File: src/rtl/spq_pkg.sv
// ----------------------------------------------------------------------------
// spq_pkg: shared types and codes for the stable sorted priority queue
// Entry layout, command and status codes, and the control bundle for the cells.
// ----------------------------------------------------------------------------
package spq_pkg;

    localparam int ITEM_W = 32;
    localparam int PRIO_W = 16;
    localparam int OCC_W  = 5;
    localparam int STAT_W = 2;

    // command codes carried in s_tuser
    localparam logic CMD_INSERT = 1'b0;
    localparam logic CMD_DELETE = 1'b1;

    // status codes carried in m_tuser
    localparam logic [STAT_W-1:0] STATUS_OK        = 2'd0;
    localparam logic [STAT_W-1:0] STATUS_UNDERFLOW = 2'd1;
    localparam logic [STAT_W-1:0] STATUS_OVERFLOW  = 2'd2;

    typedef struct packed {
        logic signed [PRIO_W-1:0] prio;
        logic signed [ITEM_W-1:0] item;
    } entry_t;

    // shift controls broadcast to every cell
    typedef struct packed {
        logic ins;
        logic del;
    } cell_ctl_t;

    typedef struct packed {
        logic [OCC_W-1:0]         occ;
        logic signed [PRIO_W-1:0] prio;
        logic signed [ITEM_W-1:0] item;
        logic [STAT_W-1:0]        status;
    } result_t;

endpackage

File: src/rtl/spq_cell.sv
// ----------------------------------------------------------------------------
// spq_cell: one slot of the sorted chain
// Holds one entry; on insert it keeps, takes the new entry or takes the left
// neighbor's entry; on delete it takes the right neighbor's entry.
// ----------------------------------------------------------------------------
module spq_cell
    import spq_pkg::*;
(
    input  logic      aclk,
    input  cell_ctl_t ctl,
    input  entry_t    new_entry,
    input  logic      occupied,
    input  logic      left_ahead,
    input  entry_t    left_entry,
    input  entry_t    right_entry,
    output logic      ahead,
    output entry_t    entry
);

    entry_t entry_reg;
    entry_t entry_next;

    // an entry of equal priority stays ahead of the newcomer
    assign ahead = occupied && ($signed(entry_reg.prio) <= $signed(new_entry.prio));

    always_comb begin
        entry_next = entry_reg;
        priority if (ctl.ins) begin
            priority if (ahead) begin
                entry_next = entry_reg;
            end else if (left_ahead) begin
                entry_next = new_entry;
            end else begin
                entry_next = left_entry;
            end
        end else if (ctl.del) begin
            entry_next = right_entry;
        end
    end

    always_ff @(posedge aclk) begin
        entry_reg <= entry_next;
    end

    assign entry = entry_reg;

endmodule

File: src/rtl/stable_sorted_priority_queue.sv
// ----------------------------------------------------------------------------
// stable_sorted_priority_queue: bounded priority queue kept as a sorted chain
// A row of CAPACITY cells keeps entries in ascending priority, arrival order
// among equal priorities, with the front entry in cell 0.
//
// Input channel s_*: s_tuser selects insert (0) or delete (1); s_tdata holds
// the item and its priority. Every input transaction yields one result on
// m_*: m_tuser carries the status (ok, underflow, overflow), m_tdata the
// removed item and priority (zero unless a delete succeeded) and the
// occupancy after the operation.
// Each transaction is applied to the chain in the cycle it is accepted: all
// cells compare against the new priority and shift in that same clock, so
// the queue takes one transaction per cycle while s_tready is high, and the
// result is registered into the output slot, or into the second slot behind a held result.
// A two-deep output buffer lets one more transaction in while a result is
// stalled; with both slots full s_tready drops until m_tready returns.
// Reset (aresetn low at a clock edge) empties the queue and the output
// buffer at once; no clearing pass is needed, cell contents are don't care.
// An insert into a full queue is dropped and reported as overflow.
// ----------------------------------------------------------------------------
module stable_sorted_priority_queue
    import spq_pkg::*;
#(
    parameter int CAPACITY = 16
)
(
    input  logic        aclk,
    input  logic        aresetn,
    input  logic        s_tvalid,
    output logic        s_tready,
    input  logic [47:0] s_tdata,   // item_value[31:0], entry_priority[47:32]
    input  logic [0:0]  s_tuser,   // cmd[0]
    output logic        m_tvalid,
    input  logic        m_tready,
    output logic [55:0] m_tdata,   // removed_item[31:0], removed_priority[47:32],
                                   // occupancy[52:48], zero[55:53]
    output logic [1:0]  m_tuser    // status[1:0]
);

    localparam int CW = $clog2(CAPACITY + 1);

    logic [CW-1:0] count_reg;
    logic [CW-1:0] count_next;
    logic          out_valid_reg;
    logic          skid_valid_reg;
    result_t       out_reg;
    result_t       skid_reg;
    result_t       res;

    logic      accept;
    logic      is_delete;
    logic      full;
    logic      empty;
    logic      do_ins;
    logic      do_del;
    cell_ctl_t ctl;
    entry_t    new_entry;

    entry_t                entries [CAPACITY];
    logic [CAPACITY-1:0]   ahead;

    // nothing is taken while reset is held
    assign s_tready  = aresetn && !skid_valid_reg;
    assign accept    = s_tvalid && s_tready;
    assign is_delete = (s_tuser[0] == CMD_DELETE);
    assign full      = (count_reg == CW'(CAPACITY));
    assign empty     = (count_reg == '0);
    assign do_ins    = accept && !is_delete && !full;
    assign do_del    = accept && is_delete && !empty;
    assign ctl.ins   = do_ins;
    assign ctl.del   = do_del;

    assign new_entry.item = $signed(s_tdata[31:0]);
    assign new_entry.prio = $signed(s_tdata[47:32]);

    genvar i;
    generate
        for (i = 0; i < CAPACITY; i++) begin : g_cell
            logic   occupied;
            logic   left_ahead;
            entry_t left_entry;
            entry_t right_entry;

            assign occupied = (CW'(i) < count_reg);

            if (i == 0) begin : g_first
                // the front slot has nothing ahead of it
                assign left_ahead = 1'b1;
                assign left_entry = new_entry;
            end else begin : g_inner
                assign left_ahead = ahead[i-1];
                assign left_entry = entries[i-1];
            end

            if (i == CAPACITY - 1) begin : g_last
                assign right_entry = entries[i];
            end else begin : g_body
                assign right_entry = entries[i+1];
            end

            spq_cell u_cell (
                .aclk        (aclk),
                .ctl         (ctl),
                .new_entry   (new_entry),
                .occupied    (occupied),
                .left_ahead  (left_ahead),
                .left_entry  (left_entry),
                .right_entry (right_entry),
                .ahead       (ahead[i]),
                .entry       (entries[i])
            );
        end
    endgenerate

    always_comb begin
        count_next = count_reg;
        if (do_ins) begin
            count_next = count_reg + CW'(1);
        end else if (do_del) begin
            count_next = count_reg - CW'(1);
        end
    end

    always_comb begin
        res.status = STATUS_OK;
        res.item   = '0;
        res.prio   = '0;
        res.occ    = OCC_W'(count_next);
        unique case (s_tuser[0])
            CMD_INSERT: begin
                if (full) begin
                    res.status = STATUS_OVERFLOW;
                end
            end
            CMD_DELETE: begin
                if (empty) begin
                    res.status = STATUS_UNDERFLOW;
                end else begin
                    res.item = entries[0].item;
                    res.prio = entries[0].prio;
                end
            end
            default: begin
                res.status = STATUS_OK;
            end
        endcase
    end

    logic pop;
    assign pop = out_valid_reg && m_tready;

    always_ff @(posedge aclk) begin
        if (!aresetn) begin
            count_reg      <= '0;
            out_valid_reg  <= 1'b0;
            skid_valid_reg <= 1'b0;
        end else begin
            count_reg <= count_next;
            priority if (pop) begin
                if (skid_valid_reg) begin
                    skid_valid_reg <= 1'b0;
                end else begin
                    out_valid_reg <= accept;
                end
            end else if (accept) begin
                if (out_valid_reg) begin
                    skid_valid_reg <= 1'b1;
                end else begin
                    out_valid_reg <= 1'b1;
                end
            end
        end
    end

    always_ff @(posedge aclk) begin
        priority if (pop) begin
            if (skid_valid_reg) begin
                out_reg <= skid_reg;
            end else begin
                out_reg <= res;
            end
        end else if (accept) begin
            if (out_valid_reg) begin
                skid_reg <= res;
            end else begin
                out_reg <= res;
            end
        end
    end

    assign m_tvalid = out_valid_reg;
    assign m_tuser  = out_reg.status;
    assign m_tdata  = {3'b000, out_reg.occ, out_reg.prio, out_reg.item};

    // count never runs past the chain length
    a_count_bound: assert property (@(posedge aclk) disable iff (!aresetn)
        count_reg <= CW'(CAPACITY))
        else $error("entry count beyond capacity");

    // the second buffer slot only fills behind a held result
    a_skid_order: assert property (@(posedge aclk) disable iff (!aresetn)
        skid_valid_reg |-> out_valid_reg)
        else $error("skid slot full while output slot empty");

    a_ins_count: assert property (@(posedge aclk) disable iff (!aresetn)
        do_ins |=> count_reg == $past(count_reg) + CW'(1))
        else $error("insert did not grow the queue");

    a_del_count: assert property (@(posedge aclk) disable iff (!aresetn)
        do_del |=> count_reg == $past(count_reg) - CW'(1))
        else $error("delete did not shrink the queue");

    // a dropped or underflowing command leaves the queue size alone
    a_reject_hold: assert property (@(posedge aclk) disable iff (!aresetn)
        (accept && !do_ins && !do_del) |=> $stable(count_reg))
        else $error("rejected command changed the queue");

endmodule

File: config.mk
export PLATFORM = sky130hd
export DESIGN_NAME = stable_sorted_priority_queue
export DESIGN_NICKNAME = d
export VERILOG_FILES = /design/src/rtl/spq_pkg.sv /design/src/rtl/spq_cell.sv /design/src/rtl/stable_sorted_priority_queue.sv
export SDC_FILE = /design/constraint.sdc
export NUM_CORES = 2
export LEC_CHECK = 0
export BUFFER_PORTS_ARGS = -buffer_cell sky130_fd_sc_hd__buf_4
export CAP_MARGIN = 20
export CORE_AREA = 2 2 301 303
export DETAILED_ROUTE_END_ITERATION = 10
export DIE_AREA = 0 0 303 305
export PLACE_DENSITY = 0.84
export SLEW_MARGIN = 20
export SYNTH_ARGS = -nofsm -noshare
export SYNTH_HDL_FRONTEND = slang
export SYNTH_HIERARCHICAL = 1
export SYNTH_SLANG_ARGS = --single-unit
export TNS_END_PERCENT = 100
File: constraint.sdc
create_clock -name aclk -period 6.9 [get_ports aclk]
set_input_delay 2.07 -clock aclk [delete_from_list [all_inputs] [get_ports aclk]]
set_output_delay 2.07 -clock aclk [all_outputs]
set_load 0.03 [all_outputs]
Word-level counts from Yosys, hierarchy flattened:

Index checks and enable logic that the tools add are counted.

* bits of input ports: 53
* ROM bits: 0
* word-level logic and storage cells: 224
* bits in writable memories: 0
* bits in latches: 0
* flip-flop bits (word level): 885
* memories: 0
* output and inout bits: 60

* equality and inequality tests: 18
* add/subtract/negate cells: 2
* shift-type cells: 0
* bitwise gates (word level): 4
* divide/modulo/power cells: 0
* reductions and logical operators: 51
* magnitude comparators: 32
* mux-type cells: 74
* multipliers: 0

Operators with widths (count)
* 2-to-1 mux 48 bit: 62
* <= comparator 16 bit: 16
* 2-to-1 mux 55 bit: 4
* < comparator 4 x 5 -> 1 bit (first input constant): 8
* AND reduction 2 bit: 19
* inequality test 2 bit (second input constant): 16
* logical AND 1 bit: 23
* < comparator 3 x 5 -> 1 bit (first input constant): 4
* < comparator 1 x 5 -> 1 bit (first input constant): 2
* < comparator 2 x 5 -> 1 bit (first input constant): 2
* 2-to-1 mux 5 bit: 2
* adder 5 x 1 -> 5 bit (second input constant): 1
* equality test 5 bit (second input constant): 1
* logical NOT 5 bit: 1
* subtractor 5 x 1 -> 5 bit (second input constant): 1
* logical NOT 1 bit: 4
* 2-to-1 mux 1 bit: 4
* NOT 1 bit: 4
* case mux 2 bit (2 select lines): 1
* nonzero test 2 bit: 2
* AND reduction 3 bit: 1
* 2-to-1 mux 2 bit: 1
* inequality test 2 x 1 -> 1 bit (second input constant): 1
* OR reduction 2 bit: 1

Logic depth before layout (Yosys ltp):

* word-level depth: 10
* gate-level depth with buffers: 12
* gate-level depth less buffers: 9

By module:

Netlist, hierarchy kept.

Modules (own cells, without submodules)
* spq_cell (g_cell[0].u_cell ...): seq. area each 1441.4 sq um, times used 10, area an instance 2892.8 sq um, cells an instance 277
* spq_cell (g_cell[5].u_cell ...): seq. area each 1441.4 sq um, times used 5, area an instance 2855.2 sq um, cells an instance 271
* stable_sorted_priority_queue: seq. area each 3443.3 sq um, times used 1, area an instance 5064.9 sq um, cells an instance 350
* spq_cell (g_cell[12].u_cell): seq. area each 1441.4 sq um, times used 1, area an instance 2900.3 sq um, cells an instance 276

Worst setup path before layout:

No wires, ideal clock.

* path type: in2reg
* from: input port s_tvalid
* to: register out_reg (netlist bit m_tdata[0]) (enable)
* arrival: 6.185 ns
* stages: 2
* path buffers: 0
* required time: 6.356 ns
* setup time: 0.544 ns
* path slack: 0.171 ns
* path through: nand3b_1 -> o21ai_0

* word-level cells in the longest chain between the ends: 3

RTL lines
* start, declared: RTL line stable_sorted_priority_queue.sv:29 `input logic s_tvalid,`
* logical AND 1 bit: RTL line stable_sorted_priority_queue.sv:64 `assign accept = s_tvalid && s_tready;`
* nonzero test 2 bit (no line)
* AND reduction 2 bit (no line)
* end signal, assigned: RTL line stable_sorted_priority_queue.sv:178 `out_reg <= skid_reg;`
* end signal, assigned: RTL line stable_sorted_priority_queue.sv:180 `out_reg <= res;`
* end signal, assigned: RTL line stable_sorted_priority_queue.sv:186 `out_reg <= res;`
* end, declared: RTL line stable_sorted_priority_queue.sv:46 `result_t out_reg;`

No other way between the ends.
A chain may end at the register's enable or synchronous reset.

==> out/metrics.yaml <==
run_status:
  outcome: "finished with violations"
  violations: "design-rule violations"
critical_path:
  required_ps: 7290
  r2r_start: "count_reg[0]"
  crit_cells: 11
  cp_top_family: "compound AO/OA/AOI/OAI gates"
  worstSetupPathType: "in2reg"
  cp-start-kind: "input pin"
  crit_path_cell_trace: "buf_4, inv_1, ha_1, nand4_2, nor4_2, o21ai_1, a31oi_1, o31a_2, buf_4, mux2i_1, a21oi_1"
  r2r-end: "g_cell[13].u_cell/entry[20]"
  slowest_delay_ps: 590
  cp_slowest_cell: "o31a_2"
  worstSetupEndpointType: "register"
  cp.arrival_ps: 5510
  cp_common_cell: "buf_4"
  cp_max_fo: 33
  crit_buf_inv: 3
  reg2reg_slack_ps: 2540
  r2r_cells: 9
logic_synthesis:
  yosysWarnings: 6
  synthCells: 4749
  syn-mean-instance-area_um2: 10.8
  synth_area_mm2: 0.0512
clock_tree:
  cts_made_buffers: 92
  cts_buffer_depth: 3
  root_buffer: "clkbuf_16"
  hold_buffers: 0
  cts_setup_buffers: 0
  clk_pin_slew_worst_paths_ps: 60
  h-tree-depth: 3
  cts_resized: 0
  clock_latency_ps: 680
  cts_num_sinks: 885
  cts_tree: "done"
drt:
  via_count: 35600
  vias_per_cell: 5.98
  dr.first_iter.drc_count: 4058
  drt-pass1-iter-count: 9
  wl_per_cell_um: 19.2
  ant_nets: 0
  wl_um: 114000
  drc: 13
sta:
  setup_tns_ps: 0
  hold_viol: 0
  fmax_ghz: 0.195
  period_needed_ps: 5120
  rsz0062_at_grt: "no"
  max_slew_margin_pct: 20.5
  fin_hold_ws_ps: 545
  maxSlewViolCount: 0
  worstMarginPinSlew_ps: 1190
  period_share_pct: 74.2
  final-setup-viol-count: 0
  skew_ps: 36.3
place:
  io_buffer_count: 109
  hpwlAfterDp_um: 79000
  placed_cell_area_mm2: 0.0529
  place_congestion: 0.872
global_routing:
  grt-ovfl-total: 0
  gr-usage-all-layers_pct: 24.4
  grt_pass1_wl_um: 184000
  first_global_vias: 34200
  antenna_found_initial: 7
  grt_max_degree: 287
worst_hold_path:
  holdPathStages: 1
  hold_end: "m_tdata[42]"
  hold_path_class: "reg2reg"
  hp-start: "skid_reg[44]"
floorplanning:
  die_y_um: 305
  design.die.area_mm2: 0.0924
  start_util_pct: 57.3
  rows: 110
  fp.dieW_um: 303
  io_pins: 113
  coreArea_mm2: 0.0893
cells_and_area:
  largest_reg_flops: 768
  final_nets: 5021
  layout_common_cells: "edfxtp_1 (878), a21oi_1 (857), nor2_1 (826)"
  final_common_cell: "edfxtp_1"
  drive_above_1_share_pct: 8.58
  area_delta_synth_final_pct: 9.09
  design_area_mm2: 0.0558
job:
  cap_violations: 0
power:
  combPwrFrac_pct: 15.9
  switchingPower_mw: 3.79
  pwr-share-clk_pct: 34.6
  p_sw_share_pct: 27.4
  p_int_mw: 10.1
  leakagePower_nw: 20.6
  p_seq_share_pct: 49.5
  p_per_area_mw_per_mm2: 248
  max-vdd-ir-drop_mv: 0.180
==> final cells by class <==
type	instances	area, um2
diodes	5	12.5
clock buffers	120	2530
clock inverters	43	347
fillers	6686	33500
inverters	316	1190
multi-input cells	3253	22400
flip-flops and latches	885	26500
well taps	1176	1470
repair buffers	160	1350
==> through the flow <==
step / util (%) / cells / worst slack [ps] / power (mW)
final: 62.5 / 5958 / 1780 / 13.9
after global routing: 62.5 / 5958 / 1600 / 14.4
after CTS: 62.5 / 5953 / 1880 / 13.9
after detailed placement: 59.2 / 5790 / 1240 / 9.12
after global placement: 59.2 / 5790 / 1340 / 8.99
after floorplan: - / 4751 / 171 / 8.43
==> metal layers <==
metal	vias up	GRT usage, %	part of all wire [%]
met1	16900	35.3	44
met3	200	3.09	6.7
met5	-	0	0.022
met2	1278	38.8	46
met4	6	7.03	2.4
li1	17200	-	-
==> how the worst max path moves through the flow <==
| stage | from | end | slack, ps |
|---|---|---|---|
| 3_3_place_gp | s_tdata[46] | g_cell[3].u_cell/entry[29] | 1340 |
| 6_report | s_tdata[46] | g_cell[2].u_cell/entry[23] | 1780 |
| 5_1_grt | s_tdata[46] | g_cell[2].u_cell/entry[11] | 1600 |
| 2_1_floorplan | s_tvalid | m_tdata[0] | 170 |
| 4_1_cts | s_tdata[46] | g_cell[11].u_cell/entry[11] | 1880 |
| 3_5_place_dp | s_tdata[47] | g_cell[12].u_cell/entry[19] | 1240 |
==> power groups by stage <==
stage               sequential (mW)  combinational (mW)  clock (mW)
floorplan                      6.92                1.51           0
global placement               6.94                2.05           0
detailed placement             6.95                2.17           0
CTS                            6.85                2.18        4.86
global route                   6.91                2.44        5.07
finish                         6.86                2.20        4.80
No activity file was read; power rests on OpenSTA's default activity.
